<file path="src/hw/rtl/uars_pkg.sv">
`default_nettype none
package uars_pkg;

    typedef enum logic [1:0] {
        KIND_TICK     = 2'd0,
        KIND_TIMEOUT  = 2'd1,
        KIND_RESPONSE = 2'd2,
        KIND_BEACON   = 2'd3
    } t_kind;

    typedef enum logic [2:0] {
        ACT_POLL   = 3'd0,
        ACT_LISTEN = 3'd1,
        ACT_STOP   = 3'd2,
        ACT_REPORT = 3'd3,
        ACT_DONE   = 3'd4,
        ACT_LIST   = 3'd5
    } t_action;

    localparam logic [2:0] CFG_RANGING_EN  = 3'd0;
    localparam logic [2:0] CFG_REPORT_EN   = 3'd1;
    localparam logic [2:0] CFG_BEACON_PER  = 3'd2;
    localparam logic [2:0] CFG_RETRY_LIMIT = 3'd3;
    localparam logic [2:0] CFG_EVICT_THR   = 3'd4;

    localparam int CFG_IDX_W  = 3;
    localparam int CFG_DATA_W = 8;

    // result buffer: at most four items per input item
    localparam int RES_IDX_W = 2;
    localparam int RES_CNT_W = 3;
    localparam int RES_DEPTH = 4;

    localparam logic [2:0] MISS_MAX  = 3'd7;
    localparam logic [3:0] COUNT_MAX = 4'd15;

    typedef enum logic [3:0] {
        OP_NONE,
        OP_LOAD,
        OP_IDX_CLR,
        OP_STOP_PUSH,
        OP_LISTEN_CLR,
        OP_RETRY,
        OP_FAIL,
        OP_RESP,
        OP_SCAN_STEP,
        OP_SCAN_HIT,
        OP_SCAN_EMPTY,
        OP_SCAN_END,
        OP_ROUND_END,
        OP_BCN_UPDATE,
        OP_BCN_INSERT,
        OP_EMIT_NEXT
    } t_dp_op;

    typedef struct packed {
        t_dp_op op;
    } t_dp_cmd;

    typedef struct packed {
        t_kind kind;
        logic  ranging_en;
        logic  listening;
        logic  retry_lt;
        logic  idx_end;
        logic  occupied;
        logic  match;
        logic  src_zero;
        logic  res_empty;
        logic  rd_last;
    } t_dp_status;

    typedef enum logic [3:0] {
        S_IDLE,
        S_DECODE,
        S_TMO,
        S_RESP,
        S_SCAN,
        S_ROUND,
        S_BMATCH,
        S_BFREE,
        S_EMIT
    } t_state;

endpackage
`default_nettype wire

</file>
<file path="src/hw/rtl/uars_dp.sv">
`default_nettype none
module uars_dp #(
    parameter int NUM_SLOTS = 8
) (
    input  wire logic                           i_clk,
    input  wire logic                           i_rst_n,
    input  wire uars_pkg::t_dp_cmd              i_cmd,
    output uars_pkg::t_dp_status                o_status,
    input  wire logic                           i_cfg_we,
    input  wire logic [uars_pkg::CFG_IDX_W-1:0] i_cfg_addr,
    input  wire logic [uars_pkg::CFG_DATA_W-1:0] i_cfg_wdata,
    input  wire logic [1:0]                     i_kind,
    input  wire logic                           i_success,
    input  wire logic [15:0]                    i_src_addr,
    input  wire logic [15:0]                    i_distance,
    input  wire logic [7:0]                     i_rx_quality,
    input  wire logic [15:0]                    i_nhop_addr,
    input  wire logic [7:0]                     i_nhop_cnt,
    output uars_pkg::t_action                   o_action,
    output logic [15:0]                         o_target_address,
    output logic [15:0]                         o_range_value,
    output logic [7:0]                          o_quality,
    output logic [3:0]                          o_anchor_total,
    output logic                                o_last
);
    localparam int CNT_W  = $clog2(NUM_SLOTS + 1);
    localparam int SLOT_W = (NUM_SLOTS > 1) ? $clog2(NUM_SLOTS) : 1;
    localparam logic [CNT_W-1:0] SLOT_END = CNT_W'(NUM_SLOTS);

    // configuration
    logic       r_ranging_en;
    logic       r_report_en;
    logic [7:0] r_beacon_per;
    logic [2:0] r_retry_limit;
    logic [2:0] r_evict_thr;

    // table
    logic [15:0] r_anchor [NUM_SLOTS];
    logic [2:0]  r_miss   [NUM_SLOTS];
    logic [15:0] r_next_hop [NUM_SLOTS];
    logic [7:0]  r_hops   [NUM_SLOTS];

    logic [CNT_W-1:0] r_idx;
    logic [CNT_W-1:0] r_cur;
    logic [2:0]       r_retry;
    logic             r_listening;
    logic [7:0]       r_countdown;
    logic [3:0]       r_count;

    // latched input item
    uars_pkg::t_kind r_kind;
    logic        r_ok;
    logic [15:0] r_src;
    logic [15:0] r_dist;
    logic [7:0]  r_rxq;
    logic [15:0] r_hop_addr;
    logic [7:0]  r_hop_cnt;

    // result buffer
    uars_pkg::t_action r_res_act [uars_pkg::RES_DEPTH];
    logic [15:0] r_res_addr [uars_pkg::RES_DEPTH];
    logic [15:0] r_res_rng  [uars_pkg::RES_DEPTH];
    logic [7:0]  r_res_q    [uars_pkg::RES_DEPTH];
    logic [uars_pkg::RES_CNT_W-1:0] r_res_cnt;
    logic [uars_pkg::RES_IDX_W-1:0] r_res_rd;

    logic [SLOT_W-1:0] w_sel;
    logic              w_idx_end;
    logic [15:0]       w_slot_addr;
    logic [2:0]        w_slot_miss;
    logic [2:0]        w_miss_inc;
    logic              w_evict;
    logic [CNT_W-1:0]  w_resp_start;
    logic [7:0]        w_reload;
    logic              w_push;
    uars_pkg::t_action w_push_act;
    logic [15:0]       w_push_addr;
    logic [15:0]       w_push_rng;
    logic [7:0]        w_push_q;
    logic              w_rd_last;

    assign w_sel       = r_idx[SLOT_W-1:0];
    assign w_idx_end   = (r_idx >= SLOT_END);
    assign w_slot_addr = w_idx_end ? 16'd0 : r_anchor[w_sel];
    assign w_slot_miss = w_idx_end ? 3'd0 : r_miss[w_sel];
    assign w_miss_inc  = (w_slot_miss < uars_pkg::MISS_MAX) ? w_slot_miss + 3'd1 : w_slot_miss;
    assign w_evict     = !r_ok && !w_idx_end && (w_miss_inc > r_evict_thr)
                         && (w_slot_addr != 16'd0);
    assign w_resp_start = w_idx_end ? SLOT_END : r_idx + CNT_W'(1);
    assign w_reload    = (r_beacon_per == 8'd0) ? 8'd0 : r_beacon_per - 8'd1;
    assign w_rd_last   = ({1'b0, r_res_rd} == r_res_cnt - uars_pkg::RES_CNT_W'(1));

    always_comb begin
        o_status.kind       = r_kind;
        o_status.ranging_en = r_ranging_en;
        o_status.listening  = r_listening;
        o_status.retry_lt   = (r_retry < r_retry_limit);
        o_status.idx_end    = w_idx_end;
        o_status.occupied   = (w_slot_addr != 16'd0);
        o_status.match      = (w_slot_addr == r_src);
        o_status.src_zero   = (r_src == 16'd0);
        o_status.res_empty  = (r_res_cnt == '0);
        o_status.rd_last    = w_rd_last;
    end

    always_comb begin
        w_push      = 1'b0;
        w_push_act  = uars_pkg::ACT_POLL;
        w_push_addr = 16'd0;
        w_push_rng  = 16'd0;
        w_push_q    = 8'd0;
        unique case (i_cmd.op)
            uars_pkg::OP_STOP_PUSH: begin
                w_push     = 1'b1;
                w_push_act = uars_pkg::ACT_STOP;
            end
            uars_pkg::OP_RETRY, uars_pkg::OP_SCAN_HIT: begin
                w_push      = 1'b1;
                w_push_act  = uars_pkg::ACT_POLL;
                w_push_addr = w_slot_addr;
            end
            uars_pkg::OP_RESP: begin
                if (w_evict) begin
                    w_push     = 1'b1;
                    w_push_act = uars_pkg::ACT_LIST;
                end else if (r_ok && r_report_en) begin
                    w_push      = 1'b1;
                    w_push_act  = uars_pkg::ACT_REPORT;
                    w_push_addr = r_src;
                    w_push_rng  = r_dist;
                    w_push_q    = r_rxq;
                end
            end
            uars_pkg::OP_SCAN_EMPTY: begin
                w_push     = 1'b1;
                w_push_act = uars_pkg::ACT_LISTEN;
            end
            uars_pkg::OP_SCAN_END: begin
                w_push     = 1'b1;
                w_push_act = uars_pkg::ACT_DONE;
            end
            uars_pkg::OP_ROUND_END: begin
                w_push     = 1'b1;
                w_push_act = (r_countdown == 8'd0) ? uars_pkg::ACT_LISTEN
                                                   : uars_pkg::ACT_STOP;
            end
            uars_pkg::OP_BCN_INSERT: begin
                w_push     = 1'b1;
                w_push_act = uars_pkg::ACT_LIST;
            end
            default: begin
            end
        endcase
    end

    // control state
    always_ff @(posedge i_clk) begin
        if (!i_rst_n) begin
            r_ranging_en  <= 1'b0;
            r_report_en   <= 1'b1;
            r_beacon_per  <= 8'd4;
            r_retry_limit <= 3'd4;
            r_evict_thr   <= 3'd3;
            for (int i = 0; i < NUM_SLOTS; i++) begin
                r_anchor[i]   <= 16'd0;
                r_miss[i]     <= 3'd0;
                r_next_hop[i] <= 16'd0;
                r_hops[i]     <= 8'd0;
            end
            r_idx       <= '0;
            r_cur       <= '0;
            r_retry     <= 3'd0;
            r_listening <= 1'b0;
            r_countdown <= 8'd3;
            r_count     <= 4'd0;
            r_res_cnt   <= '0;
            r_res_rd    <= '0;
        end else begin
            if (i_cfg_we) begin
                unique case (i_cfg_addr)
                    uars_pkg::CFG_RANGING_EN:  r_ranging_en  <= i_cfg_wdata[0];
                    uars_pkg::CFG_REPORT_EN:   r_report_en   <= i_cfg_wdata[0];
                    uars_pkg::CFG_BEACON_PER:  r_beacon_per  <= i_cfg_wdata;
                    uars_pkg::CFG_RETRY_LIMIT: r_retry_limit <= i_cfg_wdata[2:0];
                    uars_pkg::CFG_EVICT_THR:   r_evict_thr   <= i_cfg_wdata[2:0];
                    default: begin
                    end
                endcase
            end
            if (w_push) begin
                r_res_cnt <= r_res_cnt + uars_pkg::RES_CNT_W'(1);
            end
            unique case (i_cmd.op)
                uars_pkg::OP_LOAD: begin
                    // table walks for timeouts and responses start at the current slot
                    r_idx     <= r_cur;
                    r_res_cnt <= '0;
                    r_res_rd  <= '0;
                end
                uars_pkg::OP_IDX_CLR:    r_idx <= '0;
                uars_pkg::OP_LISTEN_CLR: r_listening <= 1'b0;
                uars_pkg::OP_RETRY:      r_retry <= r_retry + 3'd1;
                uars_pkg::OP_FAIL:       r_retry <= 3'd0;
                uars_pkg::OP_RESP: begin
                    if (!w_idx_end) begin
                        if (!r_ok) begin
                            r_miss[w_sel] <= w_miss_inc;
                        end else begin
                            r_miss[w_sel] <= 3'd0;
                        end
                    end
                    if (w_evict) begin
                        r_anchor[w_sel] <= 16'd0;
                        if (r_count != 4'd0) begin
                            r_count <= r_count - 4'd1;
                        end
                    end
                    r_idx <= w_resp_start;
                end
                uars_pkg::OP_SCAN_STEP: r_idx <= r_idx + CNT_W'(1);
                uars_pkg::OP_SCAN_HIT:  r_cur <= r_idx;
                uars_pkg::OP_SCAN_EMPTY: begin
                    r_cur       <= r_idx;
                    r_listening <= 1'b1;
                end
                uars_pkg::OP_SCAN_END: r_cur <= r_idx;
                uars_pkg::OP_ROUND_END: begin
                    if (r_countdown == 8'd0) begin
                        r_listening <= 1'b1;
                        r_countdown <= w_reload;
                    end else begin
                        r_countdown <= r_countdown - 8'd1;
                    end
                end
                uars_pkg::OP_BCN_UPDATE: begin
                    r_next_hop[w_sel] <= r_hop_addr;
                    r_hops[w_sel]     <= r_hop_cnt;
                    r_miss[w_sel]     <= 3'd0;
                end
                uars_pkg::OP_BCN_INSERT: begin
                    r_anchor[w_sel]   <= r_src;
                    r_next_hop[w_sel] <= r_hop_addr;
                    r_hops[w_sel]     <= r_hop_cnt;
                    r_miss[w_sel]     <= 3'd0;
                    if (r_count < uars_pkg::COUNT_MAX) begin
                        r_count <= r_count + 4'd1;
                    end
                end
                uars_pkg::OP_EMIT_NEXT: r_res_rd <= r_res_rd + uars_pkg::RES_IDX_W'(1);
                default: begin
                end
            endcase
        end
    end

    // payload
    always_ff @(posedge i_clk) begin
        if (i_cmd.op == uars_pkg::OP_LOAD) begin
            r_kind     <= uars_pkg::t_kind'(i_kind);
            r_ok       <= i_success;
            r_src      <= i_src_addr;
            r_dist     <= i_distance;
            r_rxq      <= i_rx_quality;
            r_hop_addr <= i_nhop_addr;
            r_hop_cnt  <= i_nhop_cnt;
        end else if (i_cmd.op == uars_pkg::OP_FAIL) begin
            r_ok <= 1'b0;
        end
        if (w_push) begin
            r_res_act[r_res_cnt[uars_pkg::RES_IDX_W-1:0]]  <= w_push_act;
            r_res_addr[r_res_cnt[uars_pkg::RES_IDX_W-1:0]] <= w_push_addr;
            r_res_rng[r_res_cnt[uars_pkg::RES_IDX_W-1:0]]  <= w_push_rng;
            r_res_q[r_res_cnt[uars_pkg::RES_IDX_W-1:0]]    <= w_push_q;
        end
    end

    assign o_action         = r_res_act[r_res_rd];
    assign o_target_address = r_res_addr[r_res_rd];
    assign o_range_value    = r_res_rng[r_res_rd];
    assign o_quality        = r_res_q[r_res_rd];
    assign o_anchor_total   = r_count;
    assign o_last           = w_rd_last;

endmodule
`default_nettype wire

</file>
<file path="src/hw/rtl/uars_ctrl.sv">
`default_nettype none
module uars_ctrl (
    input  wire logic                 i_clk,
    input  wire logic                 i_rst_n,
    input  wire logic                 i_s_tvalid,
    output logic                      o_s_tready,
    output logic                      o_m_tvalid,
    input  wire logic                 i_m_tready,
    input  wire uars_pkg::t_dp_status i_status,
    output uars_pkg::t_dp_cmd         o_cmd
);
    uars_pkg::t_state r_state, n_state;
    logic r_tick_mode, n_tick_mode;

    always_ff @(posedge i_clk) begin
        if (!i_rst_n) begin
            r_state     <= uars_pkg::S_IDLE;
            r_tick_mode <= 1'b0;
        end else begin
            r_state     <= n_state;
            r_tick_mode <= n_tick_mode;
        end
    end

    always_comb begin
        n_state     = r_state;
        n_tick_mode = r_tick_mode;
        o_cmd.op    = uars_pkg::OP_NONE;
        o_s_tready  = 1'b0;
        o_m_tvalid  = 1'b0;
        unique case (r_state)
            uars_pkg::S_IDLE: begin
                o_s_tready = 1'b1;
                if (i_s_tvalid) begin
                    o_cmd.op = uars_pkg::OP_LOAD;
                    n_state  = uars_pkg::S_DECODE;
                end
            end
            uars_pkg::S_DECODE: begin
                unique case (i_status.kind)
                    uars_pkg::KIND_TICK: begin
                        if (!i_status.ranging_en) begin
                            n_state = uars_pkg::S_IDLE;
                        end else begin
                            o_cmd.op    = uars_pkg::OP_IDX_CLR;
                            n_tick_mode = 1'b1;
                            n_state     = uars_pkg::S_SCAN;
                        end
                    end
                    uars_pkg::KIND_TIMEOUT: begin
                        o_cmd.op = uars_pkg::OP_STOP_PUSH;
                        n_state  = uars_pkg::S_TMO;
                    end
                    uars_pkg::KIND_RESPONSE: n_state = uars_pkg::S_RESP;
                    uars_pkg::KIND_BEACON: begin
                        if (i_status.src_zero) begin
                            n_state = uars_pkg::S_IDLE;
                        end else begin
                            o_cmd.op = uars_pkg::OP_IDX_CLR;
                            n_state  = uars_pkg::S_BMATCH;
                        end
                    end
                    default: n_state = uars_pkg::S_IDLE;
                endcase
            end
            uars_pkg::S_TMO: begin
                priority if (i_status.listening) begin
                    o_cmd.op = uars_pkg::OP_LISTEN_CLR;
                    n_state  = uars_pkg::S_EMIT;
                end else if (i_status.retry_lt) begin
                    o_cmd.op = uars_pkg::OP_RETRY;
                    n_state  = uars_pkg::S_EMIT;
                end else begin
                    o_cmd.op = uars_pkg::OP_FAIL;
                    n_state  = uars_pkg::S_RESP;
                end
            end
            uars_pkg::S_RESP: begin
                o_cmd.op    = uars_pkg::OP_RESP;
                n_tick_mode = 1'b0;
                n_state     = uars_pkg::S_SCAN;
            end
            uars_pkg::S_SCAN: begin
                priority if (i_status.idx_end) begin
                    if (r_tick_mode) begin
                        o_cmd.op = uars_pkg::OP_SCAN_EMPTY;
                        n_state  = uars_pkg::S_EMIT;
                    end else begin
                        o_cmd.op = uars_pkg::OP_SCAN_END;
                        n_state  = uars_pkg::S_ROUND;
                    end
                end else if (i_status.occupied) begin
                    o_cmd.op = uars_pkg::OP_SCAN_HIT;
                    n_state  = uars_pkg::S_EMIT;
                end else begin
                    o_cmd.op = uars_pkg::OP_SCAN_STEP;
                end
            end
            uars_pkg::S_ROUND: begin
                o_cmd.op = uars_pkg::OP_ROUND_END;
                n_state  = uars_pkg::S_EMIT;
            end
            uars_pkg::S_BMATCH: begin
                priority if (i_status.idx_end) begin
                    o_cmd.op = uars_pkg::OP_IDX_CLR;
                    n_state  = uars_pkg::S_BFREE;
                end else if (i_status.match) begin
                    o_cmd.op = uars_pkg::OP_BCN_UPDATE;
                    n_state  = uars_pkg::S_EMIT;
                end else begin
                    o_cmd.op = uars_pkg::OP_SCAN_STEP;
                end
            end
            uars_pkg::S_BFREE: begin
                // full table and unknown address: dropped without a result
                priority if (i_status.idx_end) begin
                    n_state = uars_pkg::S_IDLE;
                end else if (!i_status.occupied) begin
                    o_cmd.op = uars_pkg::OP_BCN_INSERT;
                    n_state  = uars_pkg::S_EMIT;
                end else begin
                    o_cmd.op = uars_pkg::OP_SCAN_STEP;
                end
            end
            uars_pkg::S_EMIT: begin
                if (i_status.res_empty) begin
                    n_state = uars_pkg::S_IDLE;
                end else begin
                    o_m_tvalid = 1'b1;
                    if (i_m_tready) begin
                        if (i_status.rd_last) begin
                            n_state = uars_pkg::S_IDLE;
                        end else begin
                            o_cmd.op = uars_pkg::OP_EMIT_NEXT;
                        end
                    end
                end
            end
            default: n_state = uars_pkg::S_IDLE;
        endcase
    end

endmodule
`default_nettype wire

</file>
<file path="src/hw/rtl/uwb_anchor_ranging_scheduler_top.sv">
`default_nettype none
// Anchor ranging scheduler. Takes radio events (tick, rx timeout, ranging
// response, beacon) one item at a time and returns zero to four command items,
// the last of each group flagged by m_axis_tlast. Each item is accepted and then
// decoded; a timeout adds the retry decision, and a response or a failed poll adds
// a step to settle the slot and another step when the round ends. The slot table
// is walked one slot a cycle; a beacon from an unknown address walks it twice
// (match, then free slot). Results go out one a cycle, held by any m_axis_tready
// stall. The longest path without stalls is a beacon inserted into the last slot
// or dropped with a full table. A new item is taken only once all results of the
// previous one have been delivered. Config writes are taken any cycle and should
// only be issued while the block is idle.
module uwb_anchor_ranging_scheduler_top #(
    parameter int NUM_SLOTS = 8
) (
    input  wire logic        i_clk,
    input  wire logic        i_rst_n,
    input  wire logic        i_cfg_we,
    input  wire logic [2:0]  i_cfg_addr,
    input  wire logic [7:0]  i_cfg_wdata,
    input  wire logic        s_axis_tvalid,
    output logic             s_axis_tready,
    // success, source address, distance, rx quality, next hop address,
    // hop number, zero pad
    input  wire logic [71:0] s_axis_tdata,
    // kind
    input  wire logic [1:0]  s_axis_tuser,
    output logic             m_axis_tvalid,
    input  wire logic        m_axis_tready,
    // target_address, range_value, quality, anchor_total, zero pad
    output logic [47:0]      m_axis_tdata,
    // action
    output logic [2:0]       m_axis_tuser,
    output logic             m_axis_tlast
);
    uars_pkg::t_dp_cmd    w_cmd;
    uars_pkg::t_dp_status w_status;
    uars_pkg::t_action    w_action;
    logic [15:0] w_target;
    logic [15:0] w_range;
    logic [7:0]  w_quality;
    logic [3:0]  w_total;

    uars_ctrl u_ctrl (
        .i_clk      (i_clk),
        .i_rst_n    (i_rst_n),
        .i_s_tvalid (s_axis_tvalid),
        .o_s_tready (s_axis_tready),
        .o_m_tvalid (m_axis_tvalid),
        .i_m_tready (m_axis_tready),
        .i_status   (w_status),
        .o_cmd      (w_cmd)
    );

    uars_dp #(
        .NUM_SLOTS (NUM_SLOTS)
    ) u_dp (
        .i_clk            (i_clk),
        .i_rst_n          (i_rst_n),
        .i_cmd            (w_cmd),
        .o_status         (w_status),
        .i_cfg_we         (i_cfg_we),
        .i_cfg_addr       (i_cfg_addr),
        .i_cfg_wdata      (i_cfg_wdata),
        .i_kind           (s_axis_tuser),
        .i_success        (s_axis_tdata[0]),
        .i_src_addr       (s_axis_tdata[16:1]),
        .i_distance       (s_axis_tdata[32:17]),
        .i_rx_quality     (s_axis_tdata[40:33]),
        .i_nhop_addr      (s_axis_tdata[56:41]),
        .i_nhop_cnt       (s_axis_tdata[64:57]),
        .o_action         (w_action),
        .o_target_address (w_target),
        .o_range_value    (w_range),
        .o_quality        (w_quality),
        .o_anchor_total   (w_total),
        .o_last           (m_axis_tlast)
    );

    assign m_axis_tuser = w_action;
    assign m_axis_tdata = {4'd0, w_total, w_quality, w_range, w_target};

    // input and output sides never open together
    a_no_overlap: assert property (@(posedge i_clk) disable iff (!i_rst_n)
        !(s_axis_tready && m_axis_tvalid))
        else $error("input accepted while results pending");

    // anchor count never exceeds the table size
    a_total_bound: assert property (@(posedge i_clk) disable iff (!i_rst_n)
        m_axis_tvalid |-> (m_axis_tdata[43:40] <= 4'(NUM_SLOTS)))
        else $error("anchor total above slot count");

    // an accepted item closes the input side for the next cycle
    a_busy_after_accept: assert property (@(posedge i_clk) disable iff (!i_rst_n)
        (s_axis_tvalid && s_axis_tready) |=> !s_axis_tready)
        else $error("input reopened right after accept");

endmodule
`default_nettype wire

</file>
<file path="config.mk">
export PLATFORM = sky130hd
export DESIGN_NAME = uwb_anchor_ranging_scheduler_top
export DESIGN_NICKNAME = d
export VERILOG_FILES = /design/src/hw/rtl/uars_pkg.sv /design/src/hw/rtl/uars_dp.sv /design/src/hw/rtl/uars_ctrl.sv /design/src/hw/rtl/uwb_anchor_ranging_scheduler_top.sv
export SDC_FILE = /design/constraint.sdc
export NUM_CORES = 1
export LEC_CHECK = 0
export BUFFER_PORTS_ARGS = -buffer_cell sky130_fd_sc_hd__buf_2
export CAP_MARGIN = 15
export CELL_PAD_IN_SITES_DETAIL_PLACEMENT = 2
export CELL_PAD_IN_SITES_GLOBAL_PLACEMENT = 2
export CORE_MARGIN = 3
export CORE_UTILIZATION = 25
export CTS_BUF_LIST = sky130_fd_sc_hd__clkbuf_8
export CTS_CLUSTER_DIAMETER = 80
export DETAILED_ROUTE_END_ITERATION = 16
export PLACE_DENSITY_LB_ADDON = 0.1
export SLEW_MARGIN = 40
export SYNTH_ARGS = -nofsm -noshare
export SYNTH_HDL_FRONTEND = slang
export SYNTH_SLANG_ARGS = --single-unit
</file>
<file path="constraint.sdc">
create_clock -name i_clk -period 11.5 [get_ports i_clk]
set_input_delay 1.725 -clock i_clk [delete_from_list [all_inputs] [get_ports i_clk]]
set_output_delay 1.725 -clock i_clk [all_outputs]
set_load 0.02 [all_outputs]
</file>
* After elaboration in Yosys (flattened, before gate mapping)
Memory sizes are Yosys's and may differ from the RTL's. A register that Yosys moved wholly into a read port is not among the register bits. Cells that the tools add are included.
Cells by class: equal/unequal tests 44, bitwise gates (word level) 5, $add $sub $neg 10, reductions and logical operators 37, order comparisons 5, multiplexer cells 118
Operators by type and width (count):
- two-way mux 16 bit | 8
- two-way mux 4 bit | 24
- one-hot mux 4 bit (9 select lines) | 2
- two-way mux 3 bit | 17
- two-way mux 8 bit | 5
- two-way mux 1 bit | 38
- equality test 4 bit (second input constant) | 9
- equality test 4 x 3 -> 1 bit (second input constant) | 8
- one-hot mux 16 bit (2 select lines) | 1
- one-hot mux 4 bit (4 select lines) | 2
- two-way mux 2 bit | 13
- one-hot mux 3 bit (6 select lines) | 1
- equality test 16 bit | 1
- equality test 4 x 2 -> 1 bit (second input constant) | 4
- logical NOT 16 bit | 1
- logical NOT 8 bit | 2
- nonzero test 16 bit | 1
- OR reduction 16 bit | 1
- subtractor 8 x 1 -> 8 bit (second input constant) | 2
- one-hot mux 4 bit (3 select lines) | 1
- AND reduction 2 bit | 6
- != test 2 x 1 -> 1 bit (second input constant) | 5
- nonzero test 2 bit | 5
- adder 3 x 1 -> 3 bit (second input constant) | 3
- 39 further kinds | 59
Storage, ports and cells: memories 6, output and inout bits 54, bits in registers 93, word-level logic and storage cells 245, memory bits (writable) 324
Memories:
- u_dp.r_anchor | depth 8, bits a word 16, read ports 1, clocked after Yosys merged registers in 1, write ports 8, line uars_dp.sv:38 | logic [15:0] r_anchor [NUM_SLOTS];
- u_dp.r_res_addr | depth 4, bits a word 16, read ports 1, clocked after Yosys merged registers in 1, write ports 1, line uars_dp.sv:61 | logic [15:0] r_res_addr [uars_pkg::RES_DEPTH];
- u_dp.r_res_rng | depth 4, bits a word 16, read ports 1, clocked after Yosys merged registers in 1, write ports 1, line uars_dp.sv:62 | logic [15:0] r_res_rng [uars_pkg::RES_DEPTH];
- u_dp.r_res_q | depth 4, bits a word 8, read ports 1, clocked after Yosys merged registers in 1, write ports 1, line uars_dp.sv:63 | logic [7:0] r_res_q [uars_pkg::RES_DEPTH];
- u_dp.r_miss | depth 8, bits a word 3, read ports 1, clocked after Yosys merged registers in 1, write ports 8, line uars_dp.sv:39 | logic [2:0] r_miss [NUM_SLOTS];
- u_dp.r_res_act | depth 4, bits a word 3, read ports 1, clocked after Yosys merged registers in 1, write ports 1, line uars_dp.sv:60 | uars_pkg::t_action r_res_act [uars_pkg::RES_DEPTH];

* Depth between registers and ports, before layout
Gate-level depths: netlist of run 1.
depth after elaboration 15, mapped depth 20

* Cells and area by module
Synthesis of run 1 repeated with hierarchy kept, for this count alone.
Unflattened totals: cell total of the unflattened synthesis 1319, area, all modules 18597.8 um^2
By module, submodules not included:
- uars_dp | area an instance 17971.0 um^2, times used 1, seq. area each 12021.5 um^2, cells an instance 1231
- uars_ctrl | area an instance 593.1 um^2, times used 1, seq. area each 100.1 um^2, cells an instance 83
- uwb_anchor_ranging_scheduler_top | area an instance 33.8 um^2, times used 1, seq. area each 0.0 um^2, cells an instance 5

* Worst setup path after synthesis of run 1
No wires, ideal clock.
kind input-to-reg, start point input s_axis_tvalid, end point memory u_dp.r_res_act[3][0] in the netlist's numbering, enable pin, buffers on the path 0, stages 8, setup time 457 ps, arrival time 4690 ps, setup slack 6354 ps, data required time 11043 ps, path through nand2_1 > clkinv_1 > nor2_1 > nand3_1 > nor2_1 > a41o_1 > o211ai_2 > and2_1
Between the ends: word-level cells in the longest chain between the ends 7, elaborated cells between the ends (all ways) 14, those cells by class 8 x eq/ne; 5 x mux; 1 x reduce/logical
RTL lines:
- start, declared | line uwb_anchor_ranging_scheduler_top.sv:21 | input wire logic s_axis_tvalid,
- two-way mux 1 bit * | line uars_ctrl.sv:34 | if (i_s_tvalid) begin
- one-hot mux 4 bit (9 select lines) * | line uars_ctrl.sv:31 | unique case (r_state)
- equality test 4 x 2 -> 1 bit, or another cell as far along | line uars_dp.sv:112 | unique case (i_cmd.op)
- OR reduction 7 bit (no source line)
- one-hot mux 1 bit (2 select lines) * | line uars_dp.sv:112
- two-way mux 1 bit * | line uars_dp.sv:269 | if (w_push) begin
- two-way mux 1 bit (not written as such) * | line uars_dp.sv:270 | r_res_act[r_res_cnt[uars_pkg::RES_IDX_W-1:0]] <= w_push_act;
- end, declared | line uars_dp.sv:60
Mark *: on every way between the ends. The rest lies on a longest branch, timed or not.

==> results of run 1 <==
==> state kept, by name, indices dropped and copies added, names as in the netlist, 3 cells and up, named ones only <==
| signal | flops |
|---|---|
| u_dp.r_rxq | 8 |
| u_dp.r_res_cnt | 3 |
| u_dp.r_miss | 24 |
| u_dp.r_res_q | 32 |
| u_dp.r_dist | 16 |
| u_dp.r_res_rng | 64 |
| u_dp.o_anchor_total | 4 |
| u_dp.r_countdown | 8 |
| u_dp.r_anchor | 128 |
| u_dp.r_res_addr | 64 |
| u_dp.r_retry_limit | 3 |
| u_dp.r_evict_thr | 3 |
| u_dp.r_idx | 4 |
| u_ctrl.r_state | 4 |
| u_dp.r_res_act | 12 |
| u_dp.r_retry | 3 |
| u_dp.r_src | 16 |
| u_dp.r_beacon_per | 8 |
| u_dp.r_cur | 4 |
==> worst min-delay path: cells and delay by family, from the launching register on <==
family	cells	cell delay (ns)
AO/OA/AOI/OAI	1	0.06
flip-flops	1	0.30
buffers and inverters	1	0.06
==> placed cells by master, fill, tap and decap left out, drive strengths merged, types with 39 or more instances in the layout <==
cell type / Yosys / layout
dfxtp: 55 / 55
mux2i: 39 / 39
o21ai: 56 / 56
nor3: 83 / 83
nand2: 76 / 76
clkbuf: 56 / 87
nor2: 70 / 70
inv: 27 / 67
buf: 27 / 135
and2: 128 / 128
edfxtp: 367 / 367
mux4: 65 / 65
==> kinds of logic after synthesis <==
| logic type | after synthesis | synth area share |
|---|---|---|
| xor+xnor | 21 | 0.00990 |
| compound gates | 166 | 0.0580 |
| mux | 112 | 0.106 |
| fa+ha+maj | 20 | 0.0139 |
| flops | 422 | 0.652 |
| other cells | 1 | 0.000202 |
| simple gates | 455 | 0.132 |
| buf+inv | 116 | 0.0277 |
==> routing by layer <==
metal  up-vias  part of all wire  wire length (µm)  global-route usage
met3        89             0.032              1800              0.0264
met1      5949              0.47             26400               0.198
met5         -                 0                 0                   0
met2       192              0.48             26800               0.238
met4         0             0.022              1220              0.0404
li1       5262                 -                 -                   -
==> area by class of cell <==
type | count | area [µm²]
diodes | 1 | 2.50
clock buffers | 87 | 1200
clock inverters | 64 | 319
fillers | 7741 | 51600
inverters | 33 | 124
multi-input cells | 778 | 6000
flip-flops and latches | 422 | 12100
well taps | 959 | 1200
repair buffers | 135 | 772
==> path summary, 6_finish.rpt <==
path | start | endpoint | slack (ns) | cells past startpoint
setup / recovery | flop | u_dp.r_res_q[0][6] | 5.96 | 13
hold / removal | u_dp.r_cur[3] | u_dp.r_cur[3] | 0.47 | 2
hold reg to reg | u_dp.r_cur[3] | u_dp.r_cur[3] | 0.47 | 2
setup reg to reg | flop | u_dp.r_res_q[0][6] | 5.96 | 13
==> per-stage QoR <==
step	setup WS, ns	hold slack, ns	cells
floorplan	6.35	0.441	1316
global placement	5.81	0.458	2325
detailed placement	5.80	0.469	2327
CTS	5.79	0.478	2478
global route	5.56	0.517	2479
finish	5.96	0.469	2479
==> power by group through the flow <==
stage	logic, mW	clock network, mW	registers [mW]
finish	0.765	1.40	1.88
CTS	0.791	1.47	1.88
detailed placement	0.789	0	1.92
global placement	0.779	0	1.91
floorplan	0.537	0	1.84
global route	0.842	1.53	1.90
==> impl_metrics.csv, run 1 <==
group,metric,value,unit
sta,max_freq,180,MHz
place,dpl_cell_area,20200,µm²
power_and_ir_drop,p_int,2.77,mW
critical_path,worstPathCellList,"buf_4 -> mux4_1 -> o2bb2ai_1 -> or2_2 -> nand2_1 -> or4_4 -> nor3_2 -> buf_4 -> inv_2 -> a41o_1 -> o211ai_2 -> and2_2 -> buf_4",
critical_path,critPathMostFrequentCell,"buf_4",
synth,ys_types,77,
sta,post-route-period-util,0.482,
drt,drtAntennaViolNets,0,
place,place.port_buffers,108,
global_routing,grt_max_degree,50,
synth,synth.cell_area,18600,µm²
die,num_rows,99,
sta,rsz0062_at_grt,"no",
clock_network,h-tree-depth,3,
global_routing,grt_pass1_wl,84600,µm
critical_path,slowest_delay,0.68,ns
sta,hold_viol,0,
final_layout,finalInstanceArea,21700,µm²
global_routing,grt_usage,0.146,
die,pin_count,144,
synth,yosysSeqAreaShare,0.652,
place,dp_hpwl,36600,µm
critical_path,path_delay_family,"buffers and inverters",
synth,syn_inst,1313,
power_and_ir_drop,total_power,4.05,mW
power_and_ir_drop,pwr-share-seq,0.465,
synth,syn_area_per_cell,14.2,µm²
power_and_ir_drop,leakage,7.78,nW
sta,clock_skew,0.0404,ns
clock_network,tritoncts,"built",
worst_hold_path,hold_class,"reg2reg",
clock_network,post_cts_resized,0,
drt,viasPerCell,4.64,
clock_network,path_clk_slew,0.06,ns
die,start_util,0.253,
power_and_ir_drop,p_switching,1.28,mW
critical_path,start_kind,"flop",
drt,route.detailed.drc,0,
synth,synth_edf_count,367,
synth,netlist.area_leader.share,0.593,
sta,min_period,5.54,ns
critical_path,end_kind,"flop",
die,coreArea,73300,µm²
drt,wl_per_cell,22.7,µm
clock_network,cts.hold.buffers_added,0,
synth,ys_top_cells_by_count,"edfxtp_1, and2_1, nor3_1",
critical_path,critPathMaxFanout,43,
drt,vias,11500,
critical_path,cpMaxStageDelayCell,"dfxtp_2",
clock_network,cts-root-buf,"clkbuf_8",
global_routing,antenna_found_initial,1,
die,die_x,279,µm
die,die_h,279,µm
final_layout,utilization,0.297,
synth,yosys.area.top_type,"edfxtp_1",
global_routing,grt-ovfl-total,0,
synth,yosysMostFrequentCell,"edfxtp_1",
clock_network,ctsLongestPathBuffers,3,
die,die_area,77600,µm²
critical_path,required,11.79,ns
critical_path,path_buf_inv,4,
synth,yosys-top-cells-area,"edfxtp_1, mux4_2, dfxtp_1",
power_and_ir_drop,power.density,186,nW/µm²
synth,synth-seq-cells,422,
drt,dr.pass1.iters,4,
drt,routed_wl,56200,µm
power_and_ir_drop,p_sw_frac,0.317,
drt,drtIter0Drc,501,
clock_network,postCtsSetupBuffers,0,
run_status,status,"finished clean",
critical_path,cp.arrival,5.84,ns
sta,slew_viol_final,0,
synth,ys_warn_count,0,
flow_run,max_cap_viol_count,0,
clock_network,cts_buffers,81,
sta,setup_tns,0,ns
sta,finalSetupViolCount,0,
power_and_ir_drop,peakVddDrop,70.2,µV
final_layout,drive_above_1_share,0.234,
clock_network,clock_latency,0.68,ns
synth,ys.flop_type,"edfxtp_1",
clock_network,cts.sinks,422,
final_layout,nets,1561,
sta,max_slew_margin,0.470,
global_routing,grt_pass1_vias,12900,
sta,tightest_slew,0.795,ns
synth,ys_async_sr_fraction,0,
power_and_ir_drop,clockPowerShare,0.346,
power_and_ir_drop,combPwrFrac,0.189,
place,globalplace.congestion,0.699,
final_layout,area_growth,17.0,%
critical_path,criticalPathCategory,"reg2reg",
No activity file was read; power rests on OpenSTA's default activity.
==> inputs of run 2 (changes only) <==
==> constraint.sdc (replaced) <==
create_clock -name i_clk -period 4.6 [get_ports i_clk]
set_input_delay 0.69 -clock i_clk [delete_from_list [all_inputs] [get_ports i_clk]]
set_output_delay 0.69 -clock i_clk [all_outputs]
set_load 0.02 [all_outputs]
==> run 2 against run 1 <==
Sequential share of layout area is 1.5 points lower. Design area is 2.8% higher. Via count grew 2.2%. Sequential power is 150% higher. Hold slack worse by 0.27 ns. Largest cell class unchanged.
==> impl_metrics.csv, run 2 (synthesis gave the netlist of run 1 again) <==
group,metric,value,unit
run_status,status,"finished clean",
die,num_rows,99,
final_layout,mostFrequentLayoutCell,"edfxtp_1",
sta,min_period,4.27,ns
critical_path,critPathMaxFanout,30,
clock_network,h-tree-depth,3,
critical_path,end_kind,"flop",
drt,wl_met1,26500,µm
place,dp_slack,0.151,ns
final_layout,area_growth,20.3,%
sta,fin_ws,0.329,ns
critical_path,required,4.94,ns
die,die_h,279,µm
sta,rsz0062_at_grt,"no",
die,pin_count,144,
sta,max_slew_margin,0.473,
final_layout,regMostFlops,"u_dp.r_anchor",
die,start_util,0.253,
final_layout,largest_register_ffs,128,
drt,wl_per_cell,22.4,µm
clock_network,cts_buffers,81,
final_layout,fillCellCount,7738,
flow_run,max_cap_viol_count,0,
clock_network,cts-root-buf,"clkbuf_8",
place,globalplace.congestion,0.726,
clock_network,ctsLongestPathBuffers,3,
clock_network,clock_latency,0.67,ns
drt,dr_wl_met2,27300,µm
drt,routed.top_layer,"met4",
clock_network,tritoncts,"built",
drt,drtIter0Drc,529,
sta,max_freq,234,MHz
die,die_area,77600,µm²
worst_hold_path,min_path_cells,1,
clock_network,cts.sinks,422,
global_routing,grt_pass1_vias,13200,
power_and_ir_drop,power.density,456,nW/µm²
sta,slew_viol_final,0,
global_routing,grt-ovfl-total,0,
place,dp_hpwl,38800,µm
place,place_inst,2392,
drt,drtAntennaViolNets,0,
global_routing,grt_usage,0.147,
global_routing,grt_pass1_wl,86100,µm
power_and_ir_drop,leakage,8.11,nW
final_layout,mostFrequentLayoutCells,"edfxtp_1, and2_1, buf_2",
final_layout,fin_cells,2537,
clock_network,path_clk_slew,0.06,ns
critical_path,start_kind,"flop",
place,place.port_buffers,108,
drt,route.detailed.drc,0,
die,coreArea,73300,µm²
sta,hold_viol,0,
drt,routed_wl,56800,µm
drt,wl_met3,1680,µm
worst_hold_path,hold_class,"in2reg",
clock_network,cts.hold.buffers_added,0,
critical_path,criticalPathCategory,"reg2reg",
drt,vias,11700,
sta,finalSetupViolCount,0,
final_layout,regArea,12100,µm²
sta,post-route-period-util,0.929,
critical_path,reg2regPathDepth,13,
drt,dr.pass1.iters,4,
sta,clock_skew,0.0510,ns
critical_path,cp.arrival,4.61,ns
power_and_ir_drop,peakVddDrop,172,µV
global_routing,antenna_found_initial,2,
final_layout,drive_above_1_share,0.255,
final_layout,multi_input_area,5980,µm²
sta,tightest_slew,0.790,ns
final_layout,nets,1626,
drt,viasPerCell,4.63,
global_routing,grt_max_degree,49,
die,die_x,279,µm
==> run 2: cell types whose count changed in the layout (fill, tap and decap cells not counted), moves of 2 or more <==
cell and delta:
diode_2 +2, inv_12 +2, and2_2 +3, clkinv_2 -12
buf_4 +52, buf_12 +14, nor2_1 +8, nor2_2 -8
clkinv_1 +4, and2_4 -3
==> run 2: worst max-delay path, stage by stage, from the launching register on <==
cell       delay (ns)
dfxtp_2          0.45
buf_12           0.19
buf_12           0.17
mux4_1           0.64
o2bb2ai_1        0.27
or2_2            0.19
nand2_1          0.06
or4_4            0.56
nor3_2           0.19
inv_2            0.13
a41o_1           0.23
o211ai_2         0.35
and2_2           0.27
buf_12           0.24
==> run 2: repair_timing <==
item                       CTS  global route
resized for setup            0             1
setup endpoints to repair    0           112
buffers inserted             0             0
==> run 2: through the flow <==
step	setup TNS (ns)	hold slack [ns]	total power, mW	util	area (µm²)
final	0	0.195	10.2	0.305	22300
after CTS	0	0.105	10.5	0.304	22300
after global routing	0	0.118	10.8	0.305	22300
after global placement	0	0.459	6.86	0.284	20800
after detailed placement	0	0.471	6.89	0.284	20900
after floorplan	-35.16	0.441	5.95	-	18600
==> run 2: final timing paths <==
check / startpoint / to / slack (ns)
worst max-delay path: flop / u_dp.r_res_addr[1][7] / 0.33
worst max register to register: flop / u_dp.r_res_addr[1][7] / 0.33
worst min-delay path: s_axis_tdata[37] / u_dp.r_rxq[4] / 0.19
worst min register to register: u_dp.r_retry_limit[2] / u_dp.r_retry_limit[2] / 0.48
==> run 2: where the power goes <==
group	leakage [nW]	total, mW	switching, mW	internal (mW)
clock	0.869	3.45	1.70	1.75
combinational	3.05	2.08	1.29	0.791
sequential	4.19	4.66	0.192	4.47
total	8.11	10.2	3.19	7.01
==> run 2: cell type report <==
cell class | count | share of cell area
clock buffers | 86 | 0.0530
inverters | 33 | 0.00554
multi-input cells | 778 | 0.267
clock inverters | 56 | 0.0130
well taps | 959 | 0.0537
flip-flops and latches | 422 | 0.543
repair buffers | 200 | 0.0640
diodes | 3 | 0.000336
==> run 2: per-layer routing <==
metal  up-vias  global-route usage
li1       5395                   -
met1      6068               0.198
met2       196               0.246
met3        87              0.0258
met4         0              0.0391
met5         -                   0
==> inputs of run 3 (changes only) <==
--- a/config.mk
+++ b/config.mk
@@ -6,11 +6,11 @@
 export NUM_CORES = 1
 export LEC_CHECK = 0
 export BUFFER_PORTS_ARGS = -buffer_cell sky130_fd_sc_hd__buf_2
-export CAP_MARGIN = 15
+export CAP_MARGIN = 0
 export CELL_PAD_IN_SITES_DETAIL_PLACEMENT = 2
 export CELL_PAD_IN_SITES_GLOBAL_PLACEMENT = 2
 export CORE_MARGIN = 3
-export CORE_UTILIZATION = 25
+export CORE_UTILIZATION = 40
 export CTS_BUF_LIST = sky130_fd_sc_hd__clkbuf_8
 export CTS_CLUSTER_DIAMETER = 80
 export DETAILED_ROUTE_END_ITERATION = 16
==> run 3 against run 2 <==
Hold slack better by 0.0095 ns. Clock power shrank 3%. Clock skew down 0.014 ns. Core utilization increased by 17 points. Sequential share of layout area is 1.7 points higher. Largest power group unchanged. Critical endpoint is now u_dp.r_res_addr[2][6]. Worst setup slack lost 0.046 ns. Power decreased by 1.2%. Sequential power hardly changed.
==> impl_metrics.csv, run 3 (synthesis gave the netlist of run 1 again) <==
group,metric,value,unit
sta,tightest_slew,0.816,ns
worst_hold_path,hold_class,"in2reg",
drt,routed_wl,54900,µm
die,num_rows,78,
sta,hold_ws,0.204,ns
final_layout,mostFrequentLayoutCell,"edfxtp_1",
die,pin_count,144,
power_and_ir_drop,combPwrFrac,0.201,
clock_network,tritoncts,"built",
worst_hold_path,holdPathEnd,"u_dp.r_kind[1]",
critical_path,cp.arrival,4.67,ns
clock_network,cts-root-buf,"clkbuf_8",
power_and_ir_drop,p_switching,3.08,mW
global_routing,grt_pass1_vias,13300,
drt,wl_met1,23100,µm
flow_run,max_cap_viol_count,0,
clock_network,clock_latency,0.67,ns
worst_hold_path,hp-start,"s_axis_tuser[1]",
clock_network,cts.sinks,422,
drt,routed.top_layer,"met4",
clock_network,cts.hold.buffers_added,0,
critical_path,criticalPathCategory,"reg2reg",
die,die_h,222,µm
critical_path,critPathMaxFanout,21,
final_layout,regMostFlops,"u_dp.r_anchor",
critical_path,r2r_setup_slack,0.28,ns
critical_path,reg2regPathDepth,11,
final_layout,mostFrequentLayoutCells,"edfxtp_1, and2_1, buf_2",
drt,dr_wl_met2,28700,µm
critical_path,start_kind,"flop",
final_layout,fillCellCount,4434,
global_routing,grt_pass1_wl,84700,µm
clock_network,ctsLongestPathBuffers,3,
sta,max_slew_margin,0.456,
run_status,status,"finished clean",
die,start_util,0.407,
worst_hold_path,min_path_cells,1,
place,globalplace.congestion,0.791,
drt,wl_per_cell,25.5,µm
critical_path,required,4.95,ns
die,die_x,222,µm
power_and_ir_drop,peakVddDrop,254,µV
power_and_ir_drop,pwr-share-seq,0.466,
final_layout,regArea,12100,µm²
sta,slew_viol_final,0,
final_layout,area_growth,16.7,%
power_and_ir_drop,power.density,464,nW/µm²
drt,drtIter0Drc,815,
sta,hold_viol,0,
clock_network,postCtsSetupBuffers,0,
clock_network,path_clk_slew,0.06,ns
drt,viasPerCell,5.50,
die,die_area,49100,µm²
die,coreArea,45700,µm²
sta,setup_tns,0,ns
sta,post-route-period-util,0.938,
place,dp_slack,0.118,ns
place,dp_hpwl,37900,µm
final_layout,largest_register_ffs,128,
drt,dr.pass1.iters,5,
sta,max_freq,232,MHz
clock_network,post_cts_resized,0,
sta,fin_ws,0.283,ns
critical_path,end_kind,"flop",
final_layout,multi_input_area,5970,µm²
power_and_ir_drop,clockPowerShare,0.333,
sta,finalSetupViolCount,0,
final_layout,utilization,0.475,
power_and_ir_drop,p_int,7.00,mW
drt,vias,11800,
clock_network,h-tree-depth,3,
global_routing,grt-ovfl-total,0,
power_and_ir_drop,leakage,7.97,nW
place,place_inst,2019,
sta,rsz0062_at_grt,"no",
drt,route.detailed.drc,0,
power_and_ir_drop,p_sw_frac,0.305,
place,place.port_buffers,108,
drt,drtAntennaViolNets,0,
final_layout,fin_cells,2153,
final_layout,nets,1604,
sta,min_period,4.32,ns
clock_network,cts_buffers,73,
global_routing,antenna_found_initial,1,
global_routing,grt_usage,0.227,
critical_path,reg2reg_to,"u_dp.r_res_addr[2][6]",
final_layout,drive_above_1_share,0.249,
sta,clock_skew,0.0368,ns
global_routing,grt_max_degree,49,
drt,wl_met3,2040,µm
==> run 3: cell count changes in the layout (fill, tap and decap cells not counted), sizes merged <==
cell      previous run  this run
clkinvlp             0         3
clkbuf              86        82
clkinv              22        25
buf                200       186
inv                 67        54
bufinv               0         2
diode                3         1
==> run 3: per-layer routing <==
layer / vias to the layer above / track usage
li1: 5329 / -
met1: 6156 / 0.289
met2: 256 / 0.401
met4: 0 / 0.0580
met5: - / 0
met3: 91 / 0.0405
==> run 3: worst max path at each step <==
stage,to,slack [ns],depth (start not counted)
finish,u_dp.r_res_addr[2][6],0.28,11
global route,u_dp.r_anchor[1][6],0.03,16
CTS,u_dp.r_anchor[5][7],0.1,15
detailed placement,u_dp.r_anchor[5][7],0.12,15
global placement,u_dp.r_res_addr[2][6],0.28,11
floorplan,u_dp.r_anchor[5][0],-0.32,15
==> run 3: area by class of cell <==
cell class,instances,area share
sequential,422,0.559
multi-input combinational,778,0.275
timing repair buffer,186,0.0600
clock buffer,82,0.0520
tap,600,0.0346
clock inverter,51,0.0128
inverter,33,0.00571
antenna,1,0.000115
==> run 3: stage by stage <==
step	cell area [µm²]	total power [mW]
after global routing	21700	10.5
after CTS	21700	10.2
after detailed placement	20300	6.81
after global placement	20300	6.71
final	21700	10.1
after floorplan	18600	5.95
==> run 3: power by group through the flow <==
stage               combinational [mW]  clock (mW)  sequential, mW
floorplan                         1.34           0            4.61
global placement                  1.97           0            4.74
detailed placement                2.04           0            4.77
CTS                               2.05        3.46            4.69
global route                      2.19        3.63            4.72
finish                            2.02        3.36            4.69
==> run 3: worst max-delay path, stage by stage, from the launching register on <==
cell and delay, ns:
dfxtp_4 0.45, buf_4 0.31, mux4_2 0.57, o21ai_1 0.36
nand4_1 0.25, or4_4 0.54, nor3_2 0.22, inv_2 0.06
a41o_1 0.24, o211ai_2 0.33, and2_2 0.39, buf_12 0.24
